File: config.mk
export PLATFORM = sky130hd
export DESIGN_NAME = circuit_table_with_generation_ids_unit
export DESIGN_NICKNAME = d
export VERILOG_FILES = /design/src/hw/rtl/ctgi_pkg.sv /design/src/hw/rtl/circuit_table_with_generation_ids_unit.sv
export SDC_FILE = /design/constraint.sdc
export NUM_CORES = 2
export LEC_CHECK = 0
export ABC_AREA = 1
export BUFFER_PORTS_ARGS = -buffer_cell sky130_fd_sc_hd__buf_4
export CORE_MARGIN = 8
export CORE_UTILIZATION = 60
export CTS_BUF_LIST = sky130_fd_sc_hd__clkbuf_2
export DETAILED_ROUTE_END_ITERATION = 10
export PLACE_DENSITY_LB_ADDON = 0.15
export RECOVER_POWER = 100
export SYNTH_ARGS = -nofsm -noshare
export SYNTH_HDL_FRONTEND = slang
export SYNTH_MEMORY_MAX_BITS = 65536
export SYNTH_SLANG_ARGS = --single-unit
export TNS_END_PERCENT = 30
File: constraint.sdc
create_clock -name clk -period 17.75 [get_ports clk]
set_clock_uncertainty 0.2 [all_clocks]
set_input_delay 1.775 -clock clk [delete_from_list [all_inputs] [get_ports clk]]
set_output_delay 1.775 -clock clk [all_outputs]
set_load 0.005 [all_outputs]
File: src/hw/rtl/ctgi_pkg.sv
// Package for the circuit table unit: opcodes, status codes, sequencer states
// and the stored peer record. No dependencies.
`timescale 1ns / 1ps
`default_nettype none

package ctgi_pkg;

  typedef enum logic [1:0] {
    OP_ALLOC  = 2'd0,
    OP_FREE   = 2'd1,
    OP_LOOKUP = 2'd2,
    OP_MATCH  = 2'd3
  } opcode_t;

  typedef enum logic [1:0] {
    ST_OK      = 2'd0,
    ST_FULL    = 2'd1,
    ST_NOMATCH = 2'd2,
    ST_BADFREE = 2'd3
  } status_t;

  typedef enum logic [1:0] {
    S_IDLE = 2'd0,
    S_SCAN = 2'd1,
    S_DONE = 2'd2
  } state_t;

  typedef struct packed {
    logic [7:0]  index;
    logic [7:0]  id;
    logic [55:0] user;
    logic [55:0] node;
  } peer_t;

endpackage

`default_nettype wire

File: src/hw/rtl/circuit_table_with_generation_ids_unit.sv
// Circuit table with per-slot generation IDs: allocate, free, lookup, match.
// Depends on ctgi_pkg.
// Allocate and match scan one slot per cycle from slot 0, stopping at a hit
// or at the last slot; free and lookup read only the addressed slot, and an
// out-of-range free or lookup skips the scan. One word in flight: in_ready is
// low until the result leaves the sequencer. The scan rate is set by the single
// read port of the peer and generation memories. Synchronous reset marks every
// slot free with ID 0 at once; no clearing pass.
`timescale 1ns / 1ps
`default_nettype none

module circuit_table_with_generation_ids_unit
  import ctgi_pkg::*;
#(
  parameter int NUM_SLOTS = 32
) (
  input  wire logic        clk,
  input  wire logic        rst_n,
  input  wire logic        in_valid,
  output logic             in_ready,
  input  wire logic [1:0]  in_opcode,
  input  wire logic [7:0]  in_circuit_index,
  input  wire logic [7:0]  in_circuit_id,
  input  wire logic [55:0] in_peer_user,
  input  wire logic [55:0] in_peer_node,
  output logic             out_valid,
  input  wire logic        out_ready,
  output logic [1:0]       out_status,
  output logic [7:0]       out_slot_index,
  output logic [7:0]       out_slot_id
);

  localparam int IW = (NUM_SLOTS > 1) ? $clog2(NUM_SLOTS) : 1;
  localparam logic [IW-1:0] LastIdx = IW'(NUM_SLOTS - 1);
  localparam logic [8:0] SlotCnt = 9'(NUM_SLOTS);

  // memories
  logic [7:0] gen_mem  [NUM_SLOTS];
  peer_t      peer_mem [NUM_SLOTS];

  state_t state_r, state_nxt;
  opcode_t op_r, op_nxt;
  peer_t key_r, key_nxt;
  logic [IW-1:0] idx_r, idx_nxt;
  logic issue_r, issue_nxt;
  logic p_vld_r, p_vld_nxt;
  logic [IW-1:0] p_idx_r, p_idx_nxt;
  logic p_open_r, p_open_nxt;
  logic p_last_r, p_last_nxt;
  logic [7:0] gen_rd_r;
  logic gvld_rd_r;
  peer_t peer_rd_r;
  status_t res_status_r, res_status_nxt;
  logic [7:0] res_idx_r, res_idx_nxt;
  logic [7:0] res_id_r, res_id_nxt;
  logic out_valid_r, out_valid_nxt;
  status_t out_status_r, out_status_nxt;
  logic [7:0] out_idx_r, out_idx_nxt;
  logic [7:0] out_id_r, out_id_nxt;
  logic [NUM_SLOTS-1:0] open_r, open_nxt;
  logic [NUM_SLOTS-1:0] gen_vld_r, gen_vld_nxt;

  logic in_acc, in_range, in_single, single, out_load, finish, hit;
  logic gen_we, peer_we;
  logic [7:0] gen_cur, gen_inc;
  opcode_t in_op;
  status_t ev_status;
  logic [7:0] ev_idx, ev_id;

  assign in_ready  = (state_r == S_IDLE);
  assign in_acc    = in_valid && in_ready;
  assign in_op     = opcode_t'(in_opcode);
  assign in_single = (in_op == OP_FREE) || (in_op == OP_LOOKUP);
  assign in_range  = ({1'b0, in_circuit_index} < SlotCnt);
  assign single    = (op_r == OP_FREE) || (op_r == OP_LOOKUP);
  assign out_load  = (state_r == S_DONE) && (!out_valid_r || out_ready);
  assign gen_cur   = gvld_rd_r ? gen_rd_r : 8'd0;
  assign gen_inc   = gen_cur + 8'd1;
  assign finish    = p_vld_r && (hit || p_last_r);

  assign out_valid      = out_valid_r;
  assign out_status     = out_status_r;
  assign out_slot_index = out_idx_r;
  assign out_slot_id    = out_id_r;

  // evaluate the slot read last cycle
  always_comb begin
    hit       = 1'b0;
    ev_status = ST_NOMATCH;
    ev_idx    = 8'd0;
    ev_id     = 8'd0;
    case (op_r)
      OP_ALLOC: begin
        hit = !p_open_r;
        if (hit) begin
          ev_status = ST_OK;
          ev_idx    = 8'(p_idx_r);
          ev_id     = gen_cur;
        end else begin
          ev_status = ST_FULL;
        end
      end
      OP_FREE: begin
        hit = p_open_r;
        if (hit) begin
          ev_status = ST_OK;
          ev_idx    = 8'(p_idx_r);
          ev_id     = gen_inc;
        end else begin
          ev_status = ST_BADFREE;
          ev_idx    = key_r.index;
        end
      end
      OP_LOOKUP: begin
        hit = p_open_r && (gen_cur == key_r.id);
        if (hit) begin
          ev_status = ST_OK;
          ev_idx    = 8'(p_idx_r);
          ev_id     = gen_cur;
        end else begin
          ev_idx = key_r.index;
        end
      end
      OP_MATCH: begin
        hit = p_open_r && (peer_rd_r == key_r);
        if (hit) begin
          ev_status = ST_OK;
          ev_idx    = 8'(p_idx_r);
          ev_id     = gen_cur;
        end
      end
      default: begin
        hit = 1'b0;
      end
    endcase
  end

  // next state
  always_comb begin
    state_nxt = state_r;
    case (state_r)
      S_IDLE: begin
        if (in_acc) begin
          state_nxt = (in_single && !in_range) ? S_DONE : S_SCAN;
        end
      end
      S_SCAN: begin
        if (finish) begin
          state_nxt = S_DONE;
        end
      end
      S_DONE: begin
        if (out_load) begin
          state_nxt = S_IDLE;
        end
      end
      default: begin
        state_nxt = S_IDLE;
      end
    endcase
  end

  // datapath and outputs
  always_comb begin
    op_nxt         = op_r;
    key_nxt        = key_r;
    idx_nxt        = idx_r;
    issue_nxt      = issue_r;
    p_vld_nxt      = 1'b0;
    p_idx_nxt      = p_idx_r;
    p_open_nxt     = p_open_r;
    p_last_nxt     = p_last_r;
    res_status_nxt = res_status_r;
    res_idx_nxt    = res_idx_r;
    res_id_nxt     = res_id_r;
    out_valid_nxt  = out_valid_r && !out_ready;
    out_status_nxt = out_status_r;
    out_idx_nxt    = out_idx_r;
    out_id_nxt     = out_id_r;
    open_nxt       = open_r;
    gen_vld_nxt    = gen_vld_r;
    gen_we         = 1'b0;
    peer_we        = 1'b0;
    case (state_r)
      S_IDLE: begin
        if (in_acc) begin
          op_nxt    = in_op;
          key_nxt   = '{index: in_circuit_index, id: in_circuit_id,
                        user: in_peer_user, node: in_peer_node};
          idx_nxt   = in_single ? in_circuit_index[IW-1:0] : '0;
          issue_nxt = !in_single || in_range;
          res_status_nxt = (in_op == OP_FREE) ? ST_BADFREE : ST_NOMATCH;
          res_idx_nxt    = in_circuit_index;
          res_id_nxt     = 8'd0;
        end
      end
      S_SCAN: begin
        if (issue_r) begin
          p_vld_nxt  = 1'b1;
          p_idx_nxt  = idx_r;
          p_open_nxt = open_r[idx_r];
          p_last_nxt = single || (idx_r == LastIdx);
          if (p_last_nxt) begin
            issue_nxt = 1'b0;
          end else begin
            idx_nxt = idx_r + 1'b1;
          end
        end
        if (finish) begin
          issue_nxt      = 1'b0;
          p_vld_nxt      = 1'b0;
          res_status_nxt = ev_status;
          res_idx_nxt    = ev_idx;
          res_id_nxt     = ev_id;
          if (hit && (op_r == OP_ALLOC)) begin
            peer_we           = 1'b1;
            open_nxt[p_idx_r] = 1'b1;
          end
          if (hit && (op_r == OP_FREE)) begin
            gen_we               = 1'b1;
            open_nxt[p_idx_r]    = 1'b0;
            gen_vld_nxt[p_idx_r] = 1'b1;
          end
        end
      end
      S_DONE: begin
        if (out_load) begin
          out_valid_nxt  = 1'b1;
          out_status_nxt = res_status_r;
          out_idx_nxt    = res_idx_r;
          out_id_nxt     = res_id_r;
        end
      end
      default: begin
        issue_nxt = 1'b0;
      end
    endcase
  end

  always_ff @(posedge clk) begin
    if (!rst_n) begin
      state_r     <= S_IDLE;
      issue_r     <= 1'b0;
      p_vld_r     <= 1'b0;
      out_valid_r <= 1'b0;
      open_r      <= '0;
      gen_vld_r   <= '0;
    end else begin
      state_r     <= state_nxt;
      issue_r     <= issue_nxt;
      p_vld_r     <= p_vld_nxt;
      out_valid_r <= out_valid_nxt;
      open_r      <= open_nxt;
      gen_vld_r   <= gen_vld_nxt;
    end
  end

  always_ff @(posedge clk) begin
    op_r         <= op_nxt;
    key_r        <= key_nxt;
    idx_r        <= idx_nxt;
    p_idx_r      <= p_idx_nxt;
    p_open_r     <= p_open_nxt;
    p_last_r     <= p_last_nxt;
    res_status_r <= res_status_nxt;
    res_idx_r    <= res_idx_nxt;
    res_id_r     <= res_id_nxt;
    out_status_r <= out_status_nxt;
    out_idx_r    <= out_idx_nxt;
    out_id_r     <= out_id_nxt;
  end

  // single read port at the scan pointer, write at the evaluated slot
  always_ff @(posedge clk) begin
    gen_rd_r  <= gen_mem[idx_r];
    peer_rd_r <= peer_mem[idx_r];
    gvld_rd_r <= gen_vld_r[idx_r];
    if (gen_we) begin
      gen_mem[p_idx_r] <= gen_inc;
    end
    if (peer_we) begin
      peer_mem[p_idx_r] <= key_r;
    end
  end

endmodule

`default_nettype wire

==> metrics.md <==
| Metric | Value |
|---|---|
| Final setup violation count | `0` |
| Slowest CP cell | `clkbuf_1` |
| Worst setup SP type | `flip-flop` |
| Unrepaired setup endpoints after global routing | `no` |
| Drt first pass iters | `6` |
| Setup TNS | `0 ps` |
| # IOs | `154` |
| Crit-path max FO | `37` |
| Crit Path Class | `reg -> reg` |
| Status | `finished, violations left` |
| Pwr Density | `116 nW/um^2` |
| Clock Latency Late Sink | `2300 ps` |
| Post-synthesis instance total | `14,100` |
| #FFs+latches synth | `4,736` |
| DIE AREA | `323,000 um^2` |
| Routed len/inst | `26.7 um` |
| First-pass GRT wire length | `773 mm` |
| Tcrit/Tclk final | `0.708` |
| Vias in the first global route | `123,000` |
| Worst hold slack | `185 ps` |
| Avg Cell Area, Syn | `13.0 um^2` |
| Slew @ Worst Pin | `10,170 ps` |
| Post-Place Cells | `17,500` |
| Final Core Density | `0.656` |
| Routability cong. | `0.833` |
| Leak Pwr | `67.0 nW` |
| Min Clock Period, post-route | `12,560 ps` |
| Vias/cell | `6.38` |
| Yosys Warn Count | `0` |
| Initial core utilization | `0.601` |
| HPWL Detailed | `247 mm` |
| FP Rows | `203` |
| Net Count, Synth | `14,200` |
| Final WS setup | `5190 ps` |
| Dominant synthesized flop cell | `edfxtp_1` |
| Delay-heaviest family, CP | `buffers and inverters` |
| Most frequent cell after synthesis | `edfxtp_1` |
| WP data arrival | `13,970 ps` |
| CP Capture Type | `flip-flop` |
| Clock Path Buffers | `5` |
| Clk pin slew, worst setup/hold paths | `90 ps` |
| DIE WIDTH | `569 um` |
| Synth area leaders | `edfxtp_1 74%, o21ai_0 7.3%, nor2_1 6.0%` |
| Required time worst endpoint | `19,150 ps` |
| Max VDD drop | `0.0000793 V` |
| Fmax | `0.0796 GHz` |
| Final Hold Vio Count | `0` |
| Worst min path class | `reg -> reg` |
| TritonCTS buffer count | `1,208` |
| Maximum capacitance violations | `99` |
| Post-Syn Area | `183,000 um^2` |
| Routed via count | `126,000` |
| Slew headroom | `-5.78` |
| Ys async rst share | `0` |
| Final Max Slew Viols | `3,799` |
| Clock Sinks | `4,736` |
| Synth area leader | `edfxtp_1` |
| Most frequent cells after synthesis | `4,530 x edfxtp_1, 2,922 x nor2_1, 2,659 x o21ai_0, 1,297 x o22ai_1, 864 x clkbuf_1` |
| Htree depth | `7` |
| Clock Root Buffer | `clkbuf_2` |
| Global route total overflow | `0` |
| Worst path bufs/invs | `3` |
| Final WL | `529 mm` |
| Area growth syn-to-layout | `9.05%` |
| Failing checks | `capacitance limit, slew limit` |
| Port bufs | `153` |
| Critical-path cell list | `clkbuf_1 -> xor2_1 -> nor2_1 -> nand4_1 -> nor2_1 -> nand2_1 -> nor2_1 -> nand3_1 -> nand3_1 -> nand2_1 -> nand2_1 -> nand3_1 -> nor4_1 -> clkbuf_1 -> clkbuf_1` |
| Initial antenna violation count | `18` |
| Max stage delay on crit path | `3100 ps` |
| Core ar. | `305,000 um^2` |
| ANT nets after route | `0` |
| Number of synthesized flops with an enable pin | `4,530` |
| Synth top area share | `0.742` |
| Largest net degree at the start of global routing | `249` |
| Final nets | `15,100` |
| Final std cells w/o fill | `19,800` |
| Clock tree from TritonCTS | `built` |
| Die H | `569 um` |
| Share of the yosys chip area belonging to registers | `0.765` |
| DRC | `0` |
| Setup slack at placement | `10,130 ps` |
| Tot GR Track Use | `0.320` |
| First DRT Iteration DRCs | `17,700` |
| Share of cells above drive strength 1 | `0.129` |
| Distinct cells, synth | `42` |
metal layers:
metal,share of wire,up-vias,global-route usage
met4,0.041,6,0.141
met2,0.47,8780,0.499
met1,0.38,61700,0.433
li1,-,54400,-
met3,0.12,1290,0.0756
met5,0.000078,-,0
power by group:
group / internal (mW) / total (mW) / switching [mW]
Sequential: 12.6 / 12.7 / 0.154
Clock: 2.87 / 7.10 / 4.23
Combinational: 0.940 / 3.45 / 2.51
kinds of logic (layout without fill, tap and decap cells):
family                   after synthesis  in the layout  synth area share
XOR/XNOR                              43             43           0.00206
AND/OR/NAND/NOR                     3837           3837            0.0802
flip-flops                          4736           4736             0.765
AO/OA/AOI/OAI                       4223           4223             0.127
other                                  0             16                 0
adder cells (fa/ha/maj)                9              9          0.000615
buffers and inverters               1224           2923            0.0255
layout make-up:
class                           count  area [um^2]
Sequential cell                  4736       140000
Fill cell                       22700       105000
Inverter                          250          976
Timing Repair Buffer              659         5020
Clock buffer                     1724         8630
Clock inverter                    290         1670
Tap cell                         3997         5000
Multi-Input combinational cell   8112        38300
Antenna cell                       16         40.0
metrics by stage:
step	total power, mW	instance area (um^2)
2_1_floorplan	15.1	183000
3_3_place_gp	16.2	189000
3_5_place_dp	16.3	189000
4_1_cts	23.3	201000
5_1_grt	24.2	200000
6_report	23.3	200000
worst paths after layout:
kind	slack (ps)	endpoint	from	depth (start not counted)
setup reg to reg	5190	peer_mem[11][29]$_DFFE_PP_	key_r[64]$_DFFE_PP_	15
setup / recovery	5190	peer_mem[11][29]$_DFFE_PP_	key_r[64]$_DFFE_PP_	15
hold / removal	190	out_slot_id[3]$_DFFE_PP_	res_id_r[3]$_SDFFCE_PN0P_	0
hold reg to reg	190	out_slot_id[3]$_DFFE_PP_	res_id_r[3]$_SDFFCE_PN0P_	0
timing repair:
action / CTS / global route
setup buffers: 0 / 0
gates resized for setup: 0 / 0
hold buffers: 223 / 0
hold endpoints to repair: 211 / 0
placed cells by master, fill, tap and decap left out, types with 3 or more instances in the layout:
master	instances
nand2_2	19
inv_1	239
bufinv_16	20
a221oi_1	6
inv_2	25
dfxtp_1	206
o21ai_0	2659
diode_2	16
inv_8	5
dlygate4sd3_1	223
clkinv_1	229
o32ai_1	57
clkbuf_4	68
xnor2_1	22
nand3_1	16
edfxtp_1	4530
clkinvlp_4	5
buf_12	35
clkbuf_1	244
ha_1	9
xor2_1	20
o31ai_1	38
nor4_1	32
clkbuf_2	1724
a21oi_2	12
clkinv_2	14
buf_4	88
clkinv_4	3
nor3_1	7
o211ai_1	7
nand2_1	816
o22ai_1	1297
or2_2	8
nor2_1	2923
nand4_1	10
a21oi_1	139
registers in the layout, summed over array words and instances (netlist names), 2 cells and up:
name,count
peer_mem,4096
gen_mem,256
key_r,128
peer_rd_r,128
gen_vld_r,32
open_r,32
gen_rd_r,8
out_slot_id,8
out_slot_index,8
res_id_r,8
res_idx_r,8
idx_r,5
p_idx_r,5
op_r,2
out_status,2
res_status_r,2
state_r,2
(Power assumes the default switching activity.)
